==> config.mk <==
export PLATFORM = sky130hd
export DESIGN_NAME = raycast_column_height
export DESIGN_NICKNAME = d
export VERILOG_FILES = /design/src/design/rch_pkg.sv /design/src/design/raycast_column_height.sv /design/src/design/rch_ram.sv /design/src/design/rch_sine.sv /design/src/design/rch_div.sv
export SDC_FILE = /design/constraint.sdc
export NUM_CORES = 2
export LEC_CHECK = 0
export BUFFER_PORTS_ARGS = -buffer_cell sky130_fd_sc_hd__buf_2
export CORE_MARGIN = 2
export CORE_UTILIZATION = 60
export DETAILED_ROUTE_END_ITERATION = 10
export PLACE_DENSITY = 0.86
export SLEW_MARGIN = 5
export SYNTH_ARGS = -nofsm -noshare
export SYNTH_HDL_FRONTEND = slang
export SYNTH_HIERARCHICAL = 1
export SYNTH_SLANG_ARGS = --single-unit
==> constraint.sdc <==
create_clock -name i_clk -period 10.45 [get_ports i_clk]
set_input_delay 0 -clock i_clk [delete_from_list [all_inputs] [get_ports i_clk]]
set_output_delay 0 -clock i_clk [all_outputs]
set_load 0.005 [all_outputs]
==> src/design/rch_pkg.sv <==
// Shared types, constants and register codes for the column-height raycaster.
package rch_pkg;

    // Default map geometry
    localparam int MAP_COLS_DEF    = 16;
    localparam int MAP_ROWS_DEF    = 16;
    localparam int TILE_PIXELS_DEF = 64;

    // Field widths
    localparam int COL_W   = 10;
    localparam int POS_W   = 18;
    localparam int ANG_W   = 12;
    localparam int CELL_W  = 4;
    localparam int SH_W    = 12;
    localparam int MAXD_W  = 12;
    localparam int FOV_W   = 11;
    localparam int RSTEP_W = 16;
    localparam int MSTEP_W = 8;
    localparam int OUT_W   = 16;
    localparam int ACC_W   = 20;     // ray angle accumulator, Q12.8
    localparam int DIST_W  = 20;     // march distance, Q12.8
    localparam int TRIG_W  = 16;     // signed Q1.14
    localparam int POSX_W  = 38;     // ray point, Q.22 signed
    localparam int FRAC_SH = 22;
    localparam int CORR_W  = DIST_W + TRIG_W + 1;
    localparam int DIV_NW  = SH_W + 1 + FRAC_SH;   // 2*rows << 22
    localparam int DIV_DW  = CORR_W - 1;

    // Config port
    localparam int CFG_IDX_W  = 3;
    localparam int CFG_DATA_W = 16;

    typedef enum logic [CFG_IDX_W-1:0] {
        REG_SCR_ROWS      = 3'd0,
        REG_MAX_DISTANCE  = 3'd1,
        REG_HALF_FOV      = 3'd2,
        REG_RAY_STEP      = 3'd3,
        REG_MARCH_STEP    = 3'd4
    } t_reg_idx;

    localparam logic [SH_W-1:0]    RST_SCR_ROWS      = 12'd480;
    localparam logic [MAXD_W-1:0]  RST_MAX_DISTANCE  = 12'd640;
    localparam logic [FOV_W-1:0]   RST_HALF_FOV      = 11'd341;
    localparam logic [RSTEP_W-1:0] RST_RAY_STEP      = 16'd273;
    localparam logic [MSTEP_W-1:0] RST_MARCH_STEP    = 8'd26;

    // Binary angle quarter turn
    localparam logic [ANG_W-1:0] QUARTER_TURN = 12'd1024;

    // Quarter-wave sine polynomial coefficients
    localparam logic [14:0] SIN_C1 = 15'd1160;
    localparam logic [14:0] SIN_C2 = 15'd10512;
    localparam logic [14:0] SIN_C3 = 15'd25736;

    localparam logic [OUT_W-1:0] HEIGHT_SAT = 16'hFFFF;

    typedef enum logic [1:0] {
        HIT_WALL  = 2'd0,
        HIT_LEFT  = 2'd1,
        HIT_LIMIT = 2'd2
    } t_hit;

    localparam logic ACT_RAY   = 1'b0;
    localparam logic ACT_WRITE = 1'b1;

    typedef struct packed {
        logic              action;
        logic [COL_W-1:0]  column;
        logic [POS_W-1:0]  player_x;
        logic [POS_W-1:0]  player_y;
        logic [ANG_W-1:0]  player_angle;
        logic [CELL_W-1:0] cell_x;
        logic [CELL_W-1:0] cell_y;
        logic              cell_wall;
    } t_in_word;

    typedef struct packed {
        logic [COL_W-1:0]        out_column;
        logic signed [OUT_W-1:0] wall_top;
        logic [OUT_W-1:0]        wall_height;
        logic [1:0]              hit_kind;
    } t_out_word;

endpackage

==> src/design/raycast_column_height.sv <==
// Top level of the column-height raycaster: control sequencer, tile map and datapath.
//
// One word at a time. A map-write word updates the map as it is taken and
// gives no result. A ray word computes its angle, evaluates three sines on a
// shared polynomial unit, then marches: each march step passes through
// advance, tile index, map read and check, bounded by the single read port
// of the tile map; a ray makes at most ceil(max_distance*256 / march_step)
// march steps, and its height then comes from the serial divider or saturates.
// A finished result sits in an output register, so the next word is taken
// while it waits. After reset the map is cleared by a pass over all
// MAP_COLS*MAP_ROWS cells, during which no word is accepted; configuration
// writes are taken at any time and should come only while no ray is in flight.
module raycast_column_height #(
    parameter int MAP_COLS    = rch_pkg::MAP_COLS_DEF,
    parameter int MAP_ROWS    = rch_pkg::MAP_ROWS_DEF,
    parameter int TILE_PIXELS = rch_pkg::TILE_PIXELS_DEF
) (
    input  logic                               i_clk,
    input  logic                               i_rst_n,
    // input word channel
    input  logic                               i_in_valid,
    output logic                               o_in_stall,
    input  rch_pkg::t_in_word                  i_in_word,
    // result word channel
    output logic                               o_out_valid,
    input  logic                               i_out_stall,
    output rch_pkg::t_out_word                 o_out_word,
    // config write channel
    input  logic                               i_cfg_valid,
    output logic                               o_cfg_ready,
    input  logic [rch_pkg::CFG_IDX_W-1:0]      i_cfg_index,
    input  logic [rch_pkg::CFG_DATA_W-1:0]     i_cfg_data
);
    localparam int DEPTH = MAP_COLS * MAP_ROWS;
    localparam int AW    = $clog2(DEPTH);
    localparam int XW    = $clog2(MAP_COLS);
    localparam int YW    = $clog2(MAP_ROWS);
    localparam int XSPAN = MAP_COLS * TILE_PIXELS;
    localparam int YSPAN = MAP_ROWS * TILE_PIXELS;
    localparam int SPAN  = (XSPAN > YSPAN) ? XSPAN : YSPAN;
    localparam int PIXW  = $clog2(SPAN);
    // reciprocal of the tile size, exact for every pixel below SPAN
    localparam int RK    = PIXW + 9;
    localparam int MW    = RK + 1;
    localparam logic [MW-1:0] RECIP = MW'(((64'd1 << RK) + TILE_PIXELS - 1) / TILE_PIXELS);

    localparam int PW  = rch_pkg::POSX_W;
    localparam int DW  = rch_pkg::DIST_W;
    localparam int TW  = rch_pkg::TRIG_W;
    localparam int AGW = rch_pkg::ANG_W;

    typedef enum logic [13:0] {
        ST_IDLE      = 14'b00000000000001,
        ST_CLEAR     = 14'b00000000000010,
        ST_ANGLE     = 14'b00000000000100,
        ST_TRIG_GO   = 14'b00000000001000,
        ST_TRIG_WAIT = 14'b00000000010000,
        ST_SETUP     = 14'b00000000100000,
        ST_STEP      = 14'b00000001000000,
        ST_TILE      = 14'b00000010000000,
        ST_ADDR      = 14'b00000100000000,
        ST_CHECK     = 14'b00001000000000,
        ST_CORR      = 14'b00010000000000,
        ST_DIV_GO    = 14'b00100000000000,
        ST_DIV_WAIT  = 14'b01000000000000,
        ST_FINISH    = 14'b10000000000000
    } t_state;

    t_state r_state, n_state;

    // configuration
    logic [rch_pkg::SH_W-1:0]    r_scr_rows;
    logic [rch_pkg::MAXD_W-1:0]  r_max_distance;
    logic [rch_pkg::FOV_W-1:0]   r_half_fov;
    logic [rch_pkg::RSTEP_W-1:0] r_ray_step;
    logic [rch_pkg::MSTEP_W-1:0] r_march_step;

    // ray context
    logic [rch_pkg::COL_W-1:0] r_column, n_column;
    logic [rch_pkg::POS_W-1:0] r_px, n_px;
    logic [rch_pkg::POS_W-1:0] r_py, n_py;
    logic [AGW-1:0]            r_pa, n_pa;
    logic [AGW-1:0]            r_ang, n_ang;
    logic [1:0]                r_tsel, n_tsel;
    logic signed [TW-1:0]      r_cos, n_cos;
    logic signed [TW-1:0]      r_sin, n_sin;
    logic signed [TW-1:0]      r_cosf, n_cosf;
    logic signed [PW-1:0]      r_dx, n_dx;
    logic signed [PW-1:0]      r_dy, n_dy;
    logic signed [PW-1:0]      r_xs, n_xs;
    logic signed [PW-1:0]      r_ys, n_ys;
    logic [DW-1:0]             r_d, n_d;
    logic [XW-1:0]             r_qx, n_qx;
    logic [YW-1:0]             r_qy, n_qy;
    rch_pkg::t_hit             r_kind, n_kind;
    logic signed [rch_pkg::CORR_W-1:0] r_corr, n_corr;
    logic [rch_pkg::OUT_W-1:0] r_h, n_h;
    logic [AW-1:0]             r_clr, n_clr;

    // output register
    logic               r_out_valid, n_out_valid;
    rch_pkg::t_out_word r_out, n_out;

    // map ram
    logic          ram_we;
    logic [AW-1:0] ram_waddr;
    logic          ram_wdata;
    logic [AW-1:0] ram_raddr;
    logic          ram_rdata;

    // trig and divider
    logic                 trig_start;
    logic [AGW-1:0]       trig_angle;
    logic                 trig_done;
    logic signed [TW-1:0] trig_value;
    logic                 div_start;
    logic                 div_done;
    logic [rch_pkg::OUT_W-1:0]  div_quot;
    logic [rch_pkg::DIV_NW-1:0] div_num;
    logic [rch_pkg::DIV_DW-1:0] div_den;

    // datapath helpers
    logic                  in_take;
    logic                  cell_ok;
    logic [rch_pkg::ACC_W-1:0] acc;
    logic [25:0]           col_mul;
    logic [rch_pkg::MSTEP_W-1:0] step;
    logic [DW-1:0]         limit;
    logic signed [TW+rch_pkg::MSTEP_W:0] dx_mul, dy_mul;
    logic [PW-3-rch_pkg::FRAC_SH:0] pix_x, pix_y;
    logic [PIXW+MW-1:0]    rx_mul, ry_mul;
    logic                  out_room;

    rch_ram #(.WIDTH(1), .DEPTH(DEPTH)) u_map (
        .i_clk   (i_clk),
        .i_we    (ram_we),
        .i_waddr (ram_waddr),
        .i_wdata (ram_wdata),
        .i_raddr (ram_raddr),
        .o_rdata (ram_rdata)
    );

    rch_sine u_sine (
        .i_clk   (i_clk),
        .i_rst_n (i_rst_n),
        .i_start (trig_start),
        .i_angle (trig_angle),
        .o_done  (trig_done),
        .o_value (trig_value)
    );

    rch_div u_div (
        .i_clk   (i_clk),
        .i_rst_n (i_rst_n),
        .i_start (div_start),
        .i_num   (div_num),
        .i_den   (div_den),
        .o_done  (div_done),
        .o_quot  (div_quot)
    );

    assign o_in_stall  = (r_state != ST_IDLE);
    assign o_cfg_ready = 1'b1;
    assign o_out_valid = r_out_valid;
    assign o_out_word  = r_out;

    assign in_take  = i_in_valid && (r_state == ST_IDLE);
    assign cell_ok  = (int'(i_in_word.cell_x) < MAP_COLS) && (int'(i_in_word.cell_y) < MAP_ROWS);
    assign step     = (r_march_step == '0) ? rch_pkg::MSTEP_W'(1) : r_march_step;
    assign limit    = {r_max_distance, 8'b0};
    assign out_room = !r_out_valid || !i_out_stall;

    // map port: clearing pass, then map-write words; read data is used only while marching
    always_comb begin
        if (r_state == ST_CLEAR) begin
            ram_we    = 1'b1;
            ram_waddr = r_clr;
            ram_wdata = 1'b0;
        end else begin
            ram_we    = in_take && (i_in_word.action == rch_pkg::ACT_WRITE) && cell_ok;
            ram_waddr = AW'(int'(i_in_word.cell_y) * MAP_COLS + int'(i_in_word.cell_x));
            ram_wdata = i_in_word.cell_wall;
        end
        ram_raddr = AW'(int'(r_qy) * MAP_COLS + int'(r_qx));
    end

    // sine selection: cos(ray), sin(ray), cos(ray - player) for fish-eye
    always_comb begin
        case (r_tsel)
            2'd0:    trig_angle = r_ang + rch_pkg::QUARTER_TURN;
            2'd1:    trig_angle = r_ang;
            default: trig_angle = r_ang - r_pa + rch_pkg::QUARTER_TURN;
        endcase
        trig_start = (r_state == ST_TRIG_GO);
        div_start  = (r_state == ST_DIV_GO);
        div_num    = {r_scr_rows, 1'b0, {rch_pkg::FRAC_SH{1'b0}}};
        div_den    = r_corr[rch_pkg::DIV_DW-1:0];
    end

    always_comb begin
        col_mul = r_column * r_ray_step;
        acc     = {r_pa, 8'b0} - {1'b0, r_half_fov, 8'b0} + col_mul[rch_pkg::ACC_W-1:0];
        dx_mul  = r_cos * $signed({1'b0, step});
        dy_mul  = r_sin * $signed({1'b0, step});
        pix_x   = r_xs[PW-3:rch_pkg::FRAC_SH];
        pix_y   = r_ys[PW-3:rch_pkg::FRAC_SH];
        rx_mul  = pix_x[PIXW-1:0] * RECIP;
        ry_mul  = pix_y[PIXW-1:0] * RECIP;
    end

    // sequencer
    always_comb begin
        n_state     = r_state;
        n_column    = r_column;
        n_px        = r_px;
        n_py        = r_py;
        n_pa        = r_pa;
        n_ang       = r_ang;
        n_tsel      = r_tsel;
        n_cos       = r_cos;
        n_sin       = r_sin;
        n_cosf      = r_cosf;
        n_dx        = r_dx;
        n_dy        = r_dy;
        n_xs        = r_xs;
        n_ys        = r_ys;
        n_d         = r_d;
        n_qx        = r_qx;
        n_qy        = r_qy;
        n_kind      = r_kind;
        n_corr      = r_corr;
        n_h         = r_h;
        n_clr       = r_clr;
        n_out       = r_out;
        n_out_valid = r_out_valid && i_out_stall;

        case (r_state)
            ST_CLEAR: begin
                n_clr = r_clr + 1'b1;
                if (r_clr == AW'(DEPTH - 1)) begin
                    n_state = ST_IDLE;
                end
            end
            ST_IDLE: begin
                if (in_take && i_in_word.action == rch_pkg::ACT_RAY) begin
                    n_column = i_in_word.column;
                    n_px     = i_in_word.player_x;
                    n_py     = i_in_word.player_y;
                    n_pa     = i_in_word.player_angle;
                    n_state  = ST_ANGLE;
                end
            end
            ST_ANGLE: begin
                n_ang   = acc[rch_pkg::ACC_W-1:8];
                n_tsel  = 2'd0;
                n_state = ST_TRIG_GO;
            end
            ST_TRIG_GO: begin
                n_state = ST_TRIG_WAIT;
            end
            ST_TRIG_WAIT: begin
                if (trig_done) begin
                    case (r_tsel)
                        2'd0:    n_cos  = trig_value;
                        2'd1:    n_sin  = trig_value;
                        default: n_cosf = trig_value;
                    endcase
                    if (r_tsel == 2'd2) begin
                        n_state = ST_SETUP;
                    end else begin
                        n_tsel  = r_tsel + 2'd1;
                        n_state = ST_TRIG_GO;
                    end
                end
            end
            ST_SETUP: begin
                n_dx = PW'(dx_mul);
                n_dy = PW'(dy_mul);
                n_xs = $signed({{(PW-rch_pkg::POS_W-14){1'b0}}, r_px, 14'b0});
                n_ys = $signed({{(PW-rch_pkg::POS_W-14){1'b0}}, r_py, 14'b0});
                n_d  = '0;
                if (limit == '0) begin
                    n_kind  = rch_pkg::HIT_LIMIT;
                    n_state = ST_CORR;
                end else begin
                    n_state = ST_STEP;
                end
            end
            ST_STEP: begin
                n_d     = r_d + DW'(step);
                n_xs    = r_xs + r_dx;
                n_ys    = r_ys + r_dy;
                n_state = ST_TILE;
            end
            ST_TILE: begin
                // negative or beyond the map edge: ray left the map
                if (r_xs[PW-1] || r_ys[PW-1] || int'(pix_x) >= XSPAN || int'(pix_y) >= YSPAN) begin
                    n_kind  = rch_pkg::HIT_LEFT;
                    n_d     = limit;
                    n_state = ST_CORR;
                end else begin
                    n_qx    = rx_mul[RK +: XW];
                    n_qy    = ry_mul[RK +: YW];
                    n_state = ST_ADDR;
                end
            end
            ST_ADDR: begin
                n_state = ST_CHECK;
            end
            ST_CHECK: begin
                if (ram_rdata) begin
                    n_kind  = rch_pkg::HIT_WALL;
                    n_state = ST_CORR;
                end else if (r_d < limit) begin
                    n_state = ST_STEP;
                end else begin
                    n_kind  = rch_pkg::HIT_LIMIT;
                    n_d     = limit;
                    n_state = ST_CORR;
                end
            end
            ST_CORR: begin
                n_corr  = $signed({1'b0, r_d}) * r_cosf;
                n_state = ST_DIV_GO;
            end
            ST_DIV_GO: begin
                if (r_corr <= 0) begin
                    n_h     = rch_pkg::HEIGHT_SAT;
                    n_state = ST_FINISH;
                end else begin
                    n_state = ST_DIV_WAIT;
                end
            end
            ST_DIV_WAIT: begin
                if (div_done) begin
                    n_h     = div_quot;
                    n_state = ST_FINISH;
                end
            end
            ST_FINISH: begin
                if (out_room) begin
                    n_out.out_column  = r_column;
                    n_out.wall_height = r_h;
                    n_out.wall_top    = $signed({5'b0, r_scr_rows[rch_pkg::SH_W-1:1]})
                                      - $signed({1'b0, r_h[rch_pkg::OUT_W-1:1]});
                    n_out.hit_kind    = r_kind;
                    n_out_valid       = 1'b1;
                    n_state           = ST_IDLE;
                end
            end
            default: begin
                n_state = ST_IDLE;
            end
        endcase
    end

    always_ff @(posedge i_clk) begin
        if (!i_rst_n) begin
            r_state         <= ST_CLEAR;
            r_clr           <= '0;
            r_out_valid     <= 1'b0;
            r_tsel          <= 2'd0;
            r_scr_rows      <= rch_pkg::RST_SCR_ROWS;
            r_max_distance  <= rch_pkg::RST_MAX_DISTANCE;
            r_half_fov      <= rch_pkg::RST_HALF_FOV;
            r_ray_step      <= rch_pkg::RST_RAY_STEP;
            r_march_step    <= rch_pkg::RST_MARCH_STEP;
        end else begin
            r_state     <= n_state;
            r_clr       <= n_clr;
            r_out_valid <= n_out_valid;
            r_tsel      <= n_tsel;
            if (i_cfg_valid) begin
                case (i_cfg_index)
                    rch_pkg::REG_SCR_ROWS:      r_scr_rows      <= i_cfg_data[rch_pkg::SH_W-1:0];
                    rch_pkg::REG_MAX_DISTANCE:  r_max_distance  <= i_cfg_data[rch_pkg::MAXD_W-1:0];
                    rch_pkg::REG_HALF_FOV:      r_half_fov      <= i_cfg_data[rch_pkg::FOV_W-1:0];
                    rch_pkg::REG_RAY_STEP:      r_ray_step      <= i_cfg_data;
                    rch_pkg::REG_MARCH_STEP:    r_march_step    <= i_cfg_data[rch_pkg::MSTEP_W-1:0];
                    default: ;
                endcase
            end
        end
        r_column <= n_column;
        r_px     <= n_px;
        r_py     <= n_py;
        r_pa     <= n_pa;
        r_ang    <= n_ang;
        r_cos    <= n_cos;
        r_sin    <= n_sin;
        r_cosf   <= n_cosf;
        r_dx     <= n_dx;
        r_dy     <= n_dy;
        r_xs     <= n_xs;
        r_ys     <= n_ys;
        r_d      <= n_d;
        r_qx     <= n_qx;
        r_qy     <= n_qy;
        r_kind   <= n_kind;
        r_corr   <= n_corr;
        r_h      <= n_h;
        r_out    <= n_out;
    end
endmodule

==> src/design/rch_ram.sv <==
// Generic single-port-write, single-port-read RAM with registered read.
module rch_ram #(
    parameter int WIDTH = 1,
    parameter int DEPTH = 256
) (
    input  logic                     i_clk,
    input  logic                     i_we,
    input  logic [$clog2(DEPTH)-1:0] i_waddr,
    input  logic [WIDTH-1:0]         i_wdata,
    input  logic [$clog2(DEPTH)-1:0] i_raddr,
    output logic [WIDTH-1:0]         o_rdata
);
    logic [WIDTH-1:0] r_mem [DEPTH];
    logic [WIDTH-1:0] r_rdata;

    always_ff @(posedge i_clk) begin
        if (i_we) begin
            r_mem[i_waddr] <= i_wdata;
        end
        r_rdata <= r_mem[i_raddr];
    end

    assign o_rdata = r_rdata;
endmodule

==> src/design/rch_sine.sv <==
// Sequential binary-angle sine: quarter-wave polynomial on one shared multiplier.
module rch_sine (
    input  logic                              i_clk,
    input  logic                              i_rst_n,
    input  logic                              i_start,
    input  logic [rch_pkg::ANG_W-1:0]         i_angle,
    output logic                              o_done,
    output logic signed [rch_pkg::TRIG_W-1:0] o_value
);
    logic        r_busy, n_busy;
    logic        r_done, n_done;
    logic [1:0]  r_step, n_step;
    logic [14:0] r_z, n_z;
    logic [14:0] r_z2, n_z2;
    logic [14:0] r_t, n_t;
    logic        r_neg, n_neg;
    logic signed [rch_pkg::TRIG_W-1:0] r_val, n_val;

    logic [10:0] rr;
    logic [14:0] ma, mb;
    logic [29:0] prod;
    logic [14:0] res;

    always_comb begin
        rr = i_angle[10] ? (11'd1024 - {1'b0, i_angle[9:0]}) : {1'b0, i_angle[9:0]};
        case (r_step)
            2'd0:    begin ma = r_z;  mb = r_z;                 end
            2'd1:    begin ma = r_z2; mb = rch_pkg::SIN_C1;       end
            2'd2:    begin ma = r_z2; mb = rch_pkg::SIN_C2 - r_t; end
            default: begin ma = r_z;  mb = rch_pkg::SIN_C3 - r_t; end
        endcase
        prod = ma * mb;
        res  = prod[28:14];

        n_busy = r_busy;
        n_done = 1'b0;
        n_step = r_step;
        n_z    = r_z;
        n_z2   = r_z2;
        n_t    = r_t;
        n_neg  = r_neg;
        n_val  = r_val;
        if (i_start) begin
            n_busy = 1'b1;
            n_step = 2'd0;
            n_z    = {rr, 4'b0};
            n_neg  = i_angle[11];
        end else if (r_busy) begin
            n_step = r_step + 2'd1;
            case (r_step)
                2'd0:    n_z2 = res;
                2'd1:    n_t  = res;
                2'd2:    n_t  = res;
                default: begin
                    n_val  = r_neg ? -$signed({1'b0, res}) : $signed({1'b0, res});
                    n_busy = 1'b0;
                    n_done = 1'b1;
                end
            endcase
        end
    end

    always_ff @(posedge i_clk) begin
        if (!i_rst_n) begin
            r_busy <= 1'b0;
            r_done <= 1'b0;
            r_step <= 2'd0;
        end else begin
            r_busy <= n_busy;
            r_done <= n_done;
            r_step <= n_step;
        end
        r_z   <= n_z;
        r_z2  <= n_z2;
        r_t   <= n_t;
        r_neg <= n_neg;
        r_val <= n_val;
    end

    assign o_done  = r_done;
    assign o_value = r_val;
endmodule

==> src/design/rch_div.sv <==
// Restoring divider, one quotient bit per cycle, result saturated to 16 bits.
module rch_div (
    input  logic                         i_clk,
    input  logic                         i_rst_n,
    input  logic                         i_start,
    input  logic [rch_pkg::DIV_NW-1:0]   i_num,
    input  logic [rch_pkg::DIV_DW-1:0]   i_den,
    output logic                         o_done,
    output logic [rch_pkg::OUT_W-1:0]    o_quot
);
    localparam int NW = rch_pkg::DIV_NW;
    localparam int DW = rch_pkg::DIV_DW;
    localparam int CW = $clog2(NW + 1);

    logic          r_busy, n_busy;
    logic          r_done, n_done;
    logic [CW-1:0] r_cnt, n_cnt;
    logic [NW-1:0] r_num, n_num;
    logic [NW-1:0] r_q, n_q;
    logic [DW-1:0] r_rem, n_rem;
    logic [DW-1:0] r_den, n_den;
    logic [DW:0]   rem_sh;
    logic [DW:0]   rem_sub;
    logic          ge;

    always_comb begin
        rem_sh  = {r_rem, r_num[NW-1]};
        rem_sub = rem_sh - {1'b0, r_den};
        ge      = rem_sh >= {1'b0, r_den};

        n_busy = r_busy;
        n_done = 1'b0;
        n_cnt  = r_cnt;
        n_num  = r_num;
        n_q    = r_q;
        n_rem  = r_rem;
        n_den  = r_den;
        if (i_start) begin
            n_busy = 1'b1;
            n_cnt  = '0;
            n_num  = i_num;
            n_den  = i_den;
            n_rem  = '0;
            n_q    = '0;
        end else if (r_busy) begin
            n_rem = ge ? rem_sub[DW-1:0] : rem_sh[DW-1:0];
            n_num = {r_num[NW-2:0], 1'b0};
            n_q   = {r_q[NW-2:0], ge};
            n_cnt = r_cnt + 1'b1;
            if (r_cnt == CW'(NW - 1)) begin
                n_busy = 1'b0;
                n_done = 1'b1;
            end
        end
    end

    always_ff @(posedge i_clk) begin
        if (!i_rst_n) begin
            r_busy <= 1'b0;
            r_done <= 1'b0;
            r_cnt  <= '0;
        end else begin
            r_busy <= n_busy;
            r_done <= n_done;
            r_cnt  <= n_cnt;
        end
        r_num <= n_num;
        r_q   <= n_q;
        r_rem <= n_rem;
        r_den <= n_den;
    end

    assign o_done = r_done;
    assign o_quot = (|r_q[NW-1:rch_pkg::OUT_W]) ? rch_pkg::HEIGHT_SAT : r_q[rch_pkg::OUT_W-1:0];
endmodule

# ---- Word-level counts from Yosys, hierarchy flattened
# Memories as Yosys holds them, arrays and structs flattened. A register that Yosys moved wholly into a read port is not among the register bits.
# Index checks and enable logic that the tools add are counted.
# W data, S select, Z words.
dict set report word_totals {
  n_memories 1
  input_bits 92
  ramBits 256
  register_bits 644
  output_inout_bits 47
  wordCells 226
}
dict set report op_classes {
  add_sub_neg 20
  n_bitwise 8
  n_reduce_logical 48
  n_eq_ne 37
  multipliers 5
  mux 54
  n_lt_le_gt_ge 5
}
# name words width rd rd_ports_with_merged_regs wr line_no
set mem_list {}
lappend mem_list {u_map.r_mem 256 1 1 1 1 rch_ram.sv:13} ;# logic [WIDTH-1:0] r_mem [DEPTH];
# cell n
set ops {}
lappend ops {{$pmux W14 S14} 1}
lappend ops {{$pmux W38 S2} 2}
lappend ops {{$mux W14} 6}
lappend ops {{$pmux W20 S4} 1}
lappend ops {{$add A38 B25 Y38} 2}
lappend ops {{$mux W35} 2}
lappend ops {{$mux W20} 3}
lappend ops {{$mul A16 B9 Y25} 2}
lappend ops {{$mux W16} 3}
lappend ops {{$pmux W15 S3} 1}
lappend ops {{$mux W11} 4}
lappend ops {{$ge A37 B36 Y1} 1}
lappend ops {{$le A37 B1 Y1 const B} 1}
lappend ops {{$mul A21 B16 Y37} 1}
lappend ops {{$mux W36} 1}
lappend ops {{$sub A36 B36 Y36} 1}
lappend ops {{$pmux W16 S2} 1}
lappend ops {{$mux W15} 2}
lappend ops {{$mul A15 B15 Y29} 1}
lappend ops {{$ge A14 B11 Y1 const B} 2}
lappend ops {{$add A12 B11 Y12 const B} 2}
lappend ops {{$pmux W12 S2} 1}
lappend ops {{$reduce_and A3 Y1} 8}
lappend ops {{$add A20 B20 Y20} 1}
lappend ops {{other kinds (63)} 127}

# ---- Depth between registers and ports, before layout
dict set report logic_depth {
  word_depth 6
  ltp_mapped 35
  depth_no_buf 33
}

# ---- Modules after synthesis
# Netlist, hierarchy kept.
# mod instances seq_area_each_um2 cells_per_inst area_per_inst_um2
set by_module_without_submodules {}
lappend by_module_without_submodules {raycast_column_height 1 12822.3 4523 45031.9}
lappend by_module_without_submodules {rch_ram 1 7707.4 788 11128.2}
lappend by_module_without_submodules {rch_sine 1 1821.7 1120 10416.2}
lappend by_module_without_submodules {rch_div 1 3713.6 830 8099.0}

# ---- Least setup slack after synthesis
# No wires, ideal clock.
dict set report synth_timing {
  path_kind {flip-flop to flip-flop}
  startpoint {register u_sine.r_step[0]}
  endpoint {register u_sine.r_val (netlist bit u_sine/o_value[12]), data pin}
  path_slack_ns 1.823
  path_stages_with_launch 32
  setup_ns 0.265
  arrival_time_ns 8.362
  required_ns 10.185
  path_buffers 1
  path_cell_list {dfxtp_1 > inv_1 > ha_1 > ha_1 > nor3b_1 > a311oi_1 > o21ai_0 > a31o_2 > a21oi_1 > nor2_1 > xnor2_1 > o21ai_0 > nand2_1 > fa_1 > fa_1 > inv_1 > fa_1 > fa_1 > fa_1 > inv_1 > fa_1 > inv_1 > ha_1 > clkbuf_1 > and4_1 > and3_1 > a211oi_1 > xnor2_1 > or4b_4 > or3_1 > o41ai_2 > xnor2_1}
}
dict set report synth_via {
  elab_chain_len 6
  word_cells_on_any_way 9
  classes_between {1 x add/sub; 1 x mul; 2 x eq/ne; 3 x mux; 2 x reduce/logical}
}
# element line_no
set synth_rtl {}
lappend synth_rtl {{start: declaration} rch_sine.sv:12} ;# logic [1:0] r_step, n_step;
lappend synth_rtl {{start signal: assignment} rch_sine.sv:71} ;# r_step <= n_step;
lappend synth_rtl {{$eq A2 B1 Y1 or $eq A2 B2 Y1 (tied branches)} rch_sine.sv:26} ;# case (r_step)
lappend synth_rtl {{$reduce_or A2 Y1 (no source line)} -}
lappend synth_rtl {{$mux W15} rch_sine.sv:26}
lappend synth_rtl {{$mul A15 B15 Y29 *} rch_sine.sv:32} ;# prod = ma * mb;
lappend synth_rtl {{named net u_sine.prod[22]} rch_sine.sv:21} ;# logic [29:0] prod;
lappend synth_rtl {{$neg A15 Y16 *} rch_sine.sv:55} ;# n_val = r_neg ? -$signed({1'b0, res}) : $signed({1'b0, res});
lappend synth_rtl {{$mux W15 *} rch_sine.sv:55}
lappend synth_rtl {{end signal: assignment} rch_sine.sv:77} ;# r_val <= n_val;
lappend synth_rtl {{end: declaration} rch_sine.sv:17} ;# logic signed [rch_pkg::TRIG_W-1:0] r_val, n_val;
# Mark *: on every way through the listed nets, which the timed path passes. The rest lies on a longest branch.
# A chain may end at the register's enable or synchronous reset.

# ---- Final worst setup path
dict set report layout_timing {
  startpoint {register u_sine.r_step[1]}
  endpoint {register u_sine.r_val (netlist bit u_sine/o_value[14]), data pin}
}
# Same word-level chain as after synthesis.

==> summary.txt <==
Flow run
  • # Max-Cap Violations: 0

Synth
  • Largest area contributor in the synthesized netlist: sky130_fd_sc_hd__edfxtp_1
  • Cell count after synthesis: 7261
  • Synthesized area per cell: 10.3 um^2
  • Area of the mapped netlist: 74700 um^2
  • Number of storage elements in the synthesis netlist: 924
  • Most area-consuming cells after synthesis: sky130_fd_sc_hd__edfxtp_1, sky130_fd_sc_hd__fa_1, sky130_fd_sc_hd__ha_1
  • Post-synth cell types: 101
  • Top FF cell, synth: sky130_fd_sc_hd__edfxtp_1
  • Fraction of registers with async set/reset: 0
  • EDFF count, synth: 756
  • Yosys Warn Count: 6
  • Sequential share of the synthesized area: 0.349
  • Area fraction of the dominant cell type after synthesis: 0.304

Layout
  • Area of the multi-input gates: 43600 um^2
  • Final layout net count: 8768
  • Register area: 26100 um^2
  • Layout cell share with drive strength beyond 1: 0.0692
  • Area growth from synthesis to layout: 8.47%
  • End-of-flow core utilization: 0.655
  • Filler cells: 9000

Pwr
  • Peak ir drop on the vdd network: 150 uV
  • P per Cell Area: 108 nW/um^2
  • Leakage power figure: 0.0348 uW

Worst setup path
  • Slowest cell delay on critical path: 0.60 ns
  • Arrival time at the worst endpoint: 10.28 ns
  • Maximum fanout encountered on the critical timing path: 12
  • Reg-to-reg critical path startpoint: u_sine/r_step[1]
  • Setup slack of the worst register-to-register path: 0.61 ns
  • Critical Setup Path Class: register to register
  • Worst Path Required: 10.89 ns
  • Worst Reg2Reg Path Length in Cells: 28
  • Most common cell on crit path: sky130_fd_sc_hd__fa_1
  • Slowest CP cell: sky130_fd_sc_hd__or4b_4
  • FF-to-FF End: u_sine/o_value[14]
  • Setup crit end kind: register
  • CP startpoint kind: register

STA
  • Maximum frequency from static timing analysis: 102 MHz
  • Setup repair after global routing missed its margin: false
  • Final setup vio count: 0
  • Final hold violation count: 0
  • Worst Max-Slew Pin Slew: 1.21 ns
  • Largest clock skew in the final design: 0.0394 ns
  • Rel. slew slack: 0.195
  • Final min period: 9.84 ns
  • Number of pins exceeding their max-slew limit in the final report: 0
  • Total negative slack: 0 ns
  • Fraction of the cycle the final worst path needs: 0.941

Route
  • Overall via count from detail_route: 54200
  • Length of the first detailed-routing pass in iterations: 6
  • Routed WL per cell: 20.7 um
  • DRC violation total after the first TritonRoute iteration: 5158
  • Remaining number of nets flagged by the antenna check after routing: 0
  • Total Wirelength: 188 mm
  • Detailed-route DRC error count: 0
  • Vias per std cell: 5.95

Floorplan
  • Chip height: 357 um
  • Num ports: 139
  • Initial Utilization: 0.604
  • Row count: 129
  • Die outline area: 127000 um^2
  • Width of the die: 357 um
  • Area inside the core boundary: 124000 um^2

Hold path
  • Number of stages on the worst hold path: 2
  • Worst hold path class: input port to register
  • Hold Crit Start: i_in_word[60]
  • Hold-critical path endpoint: r_column[3]

GRT
  • Global-route wire length before repair: 300 mm
  • Vias in the first global route: 56900
  • GR Overflow Total: 0
  • Maximum number of pins on one net before global-route repair: 150
  • GRT Util Overall: 0.300
  • Initial antenna violation count: 3

Clocking
  • Number of CTS-inserted buffers: 90
  • CTS tree: done
  • Clock transition at path regs: 0.08 ns
  • Clock net sink count: 924
  • # Post-CTS Setup Buffers: 0
  • CTS Buffer Depth: 3
  • Clock insertion delay at the later pin of the skew report: 0.71 ns
  • CTS H-Tree Depth: 3
  • Clock Tree Root: sky130_fd_sc_hd__clkbuf_16

Outcome
  • Run status: complete, no violations

Place
  • Final estimated routing congestion in global placement: 0.958
  • Post-DP HPWL: 134 mm
  • Port Buf Inserts: 137
[timing repair]
action | in CTS | in global routing
hold endpoints to repair | 123 | 31
gates resized for setup | 0 | 0
hold buffers | 116 | 1
[layer usage]
metal  wire, um  global-route usage  share of wire
met3      14600              0.0422          0.078
met4       8970               0.140          0.048
met2      92600               0.509           0.49
met1      72100               0.381           0.38
met5          0                   0              0
[cell families (layout without fill, tap and decap cells)]
group	after synthesis	count (layout)	synth area share
AND/OR/NAND/NOR	2333	2333	0.144
buffers and inverters	1332	1521	0.0685
adder cells (fa/ha/maj)	1278	1278	0.289
flip-flops	924	924	0.349
AO/OA/AOI/OAI	887	887	0.0781
XOR/XNOR	296	296	0.0349
multiplexers	209	209	0.0360
other	2	25	0.000101
[worst max-delay path, delay by kind of cell, from the launching register on]
kind,cells,cell delay (ns)
compound gates,6,2.22
xor+xnor,3,0.58
fa+ha+maj,9,4.24
buf+inv,4,0.21
flops,1,0.57
simple gates,6,1.77
[report_power, final]
| part | switching, uW | leakage (uW) | internal, uW |
|---|---|---|---|
| clock | 1510 | 0.00148 | 1860 |
| sequential | 37.9 | 0.00820 | 4050 |
| combinational | 779 | 0.0251 | 501 |
[state kept, by name, indices dropped and copies added, names as in the netlist, 25 cells and up]
register,count
o_out_word,44
r_corr,37
r_dx,25
r_dy,25
r_xs,38
r_ys,38
u_div/r_den,36
u_div/r_num,35
u_div/r_q,35
u_div/r_rem,36
u_map/r_mem,256
[layout make-up]
cell class                      instances  area share
Clock buffer                          108      0.0297
Timing Repair Buffer                  314      0.0287
Inverter                             1041      0.0483
Clock inverter                         58     0.00761
Multi-Input combinational cell       5027       0.539
Sequential cell                       924       0.322
Tap cell                             1637      0.0253
Antenna cell                            1   0.0000309
[worst max path at each step]
stage                                 from                 end
after floorplan           u_sine/r_step[0]  u_sine/o_value[12]
after global placement    u_sine/r_step[1]  u_sine/o_value[14]
after detailed placement  u_sine/r_step[1]  u_sine/o_value[14]
after CTS                 u_sine/r_step[1]  u_sine/o_value[14]
after global routing      u_sine/r_step[1]  u_sine/o_value[14]
final                     u_sine/r_step[1]  u_sine/o_value[14]
[per-stage QoR]
stage                     cell area (um^2)  cells  power [uW]  hold slack (ns)  setup WS, ns
after floorplan                      74800   7283        5060           0.0989          1.82
after global placement               76800   8825        5300            0.176         0.941
after detailed placement             76800   8825        5350            0.178         0.692
after CTS                            81000   9107        8720         0.000420         0.694
after global routing                 81000   9110        9040           0.0195        0.0334
final                                81000   9110        8740          0.00517         0.612
[synthesized netlist by cell type (all sizes together) (59+ instances only)]
library cell,number
a21o,86
inv,1041
fa,747
nand3,97
dfxtp,168
clkbuf,248
and2,350
mux2,59
xnor2,186
xor2,109
a21oi,229
nor3,66
mux2i,108
a21boi,60
nor2,674
edfxtp,756
o21ai,187
ha,531
nand2,843
[layout by cell type, fill, tap and decap left out, types with 56 or more instances in the layout]
cell | Yosys | final
sky130_fd_sc_hd__dfxtp_1 | 168 | 167
sky130_fd_sc_hd__mux2i_1 | 108 | 108
sky130_fd_sc_hd__a21boi_0 | 58 | 57
sky130_fd_sc_hd__nand3_1 | 97 | 97
sky130_fd_sc_hd__nor2_1 | 673 | 673
sky130_fd_sc_hd__fa_1 | 747 | 747
sky130_fd_sc_hd__mux2_2 | 56 | 56
sky130_fd_sc_hd__a21oi_1 | 225 | 224
sky130_fd_sc_hd__buf_2 | 10 | 137
sky130_fd_sc_hd__edfxtp_1 | 756 | 756
sky130_fd_sc_hd__o21ai_0 | 174 | 174
sky130_fd_sc_hd__xnor2_1 | 186 | 186
sky130_fd_sc_hd__buf_4 | 9 | 59
sky130_fd_sc_hd__a21o_1 | 86 | 86
sky130_fd_sc_hd__xor2_1 | 109 | 109
sky130_fd_sc_hd__inv_1 | 1040 | 1039
sky130_fd_sc_hd__and2_1 | 350 | 349
sky130_fd_sc_hd__ha_1 | 531 | 531
sky130_fd_sc_hd__nor3_1 | 65 | 64
sky130_fd_sc_hd__nand2b_1 | 58 | 58
sky130_fd_sc_hd__clkbuf_16 | 0 | 92
sky130_fd_sc_hd__nand2_1 | 843 | 843
sky130_fd_sc_hd__dlygate4sd3_1 | 0 | 117
Note: power is estimated with default switching activity, not from simulation.
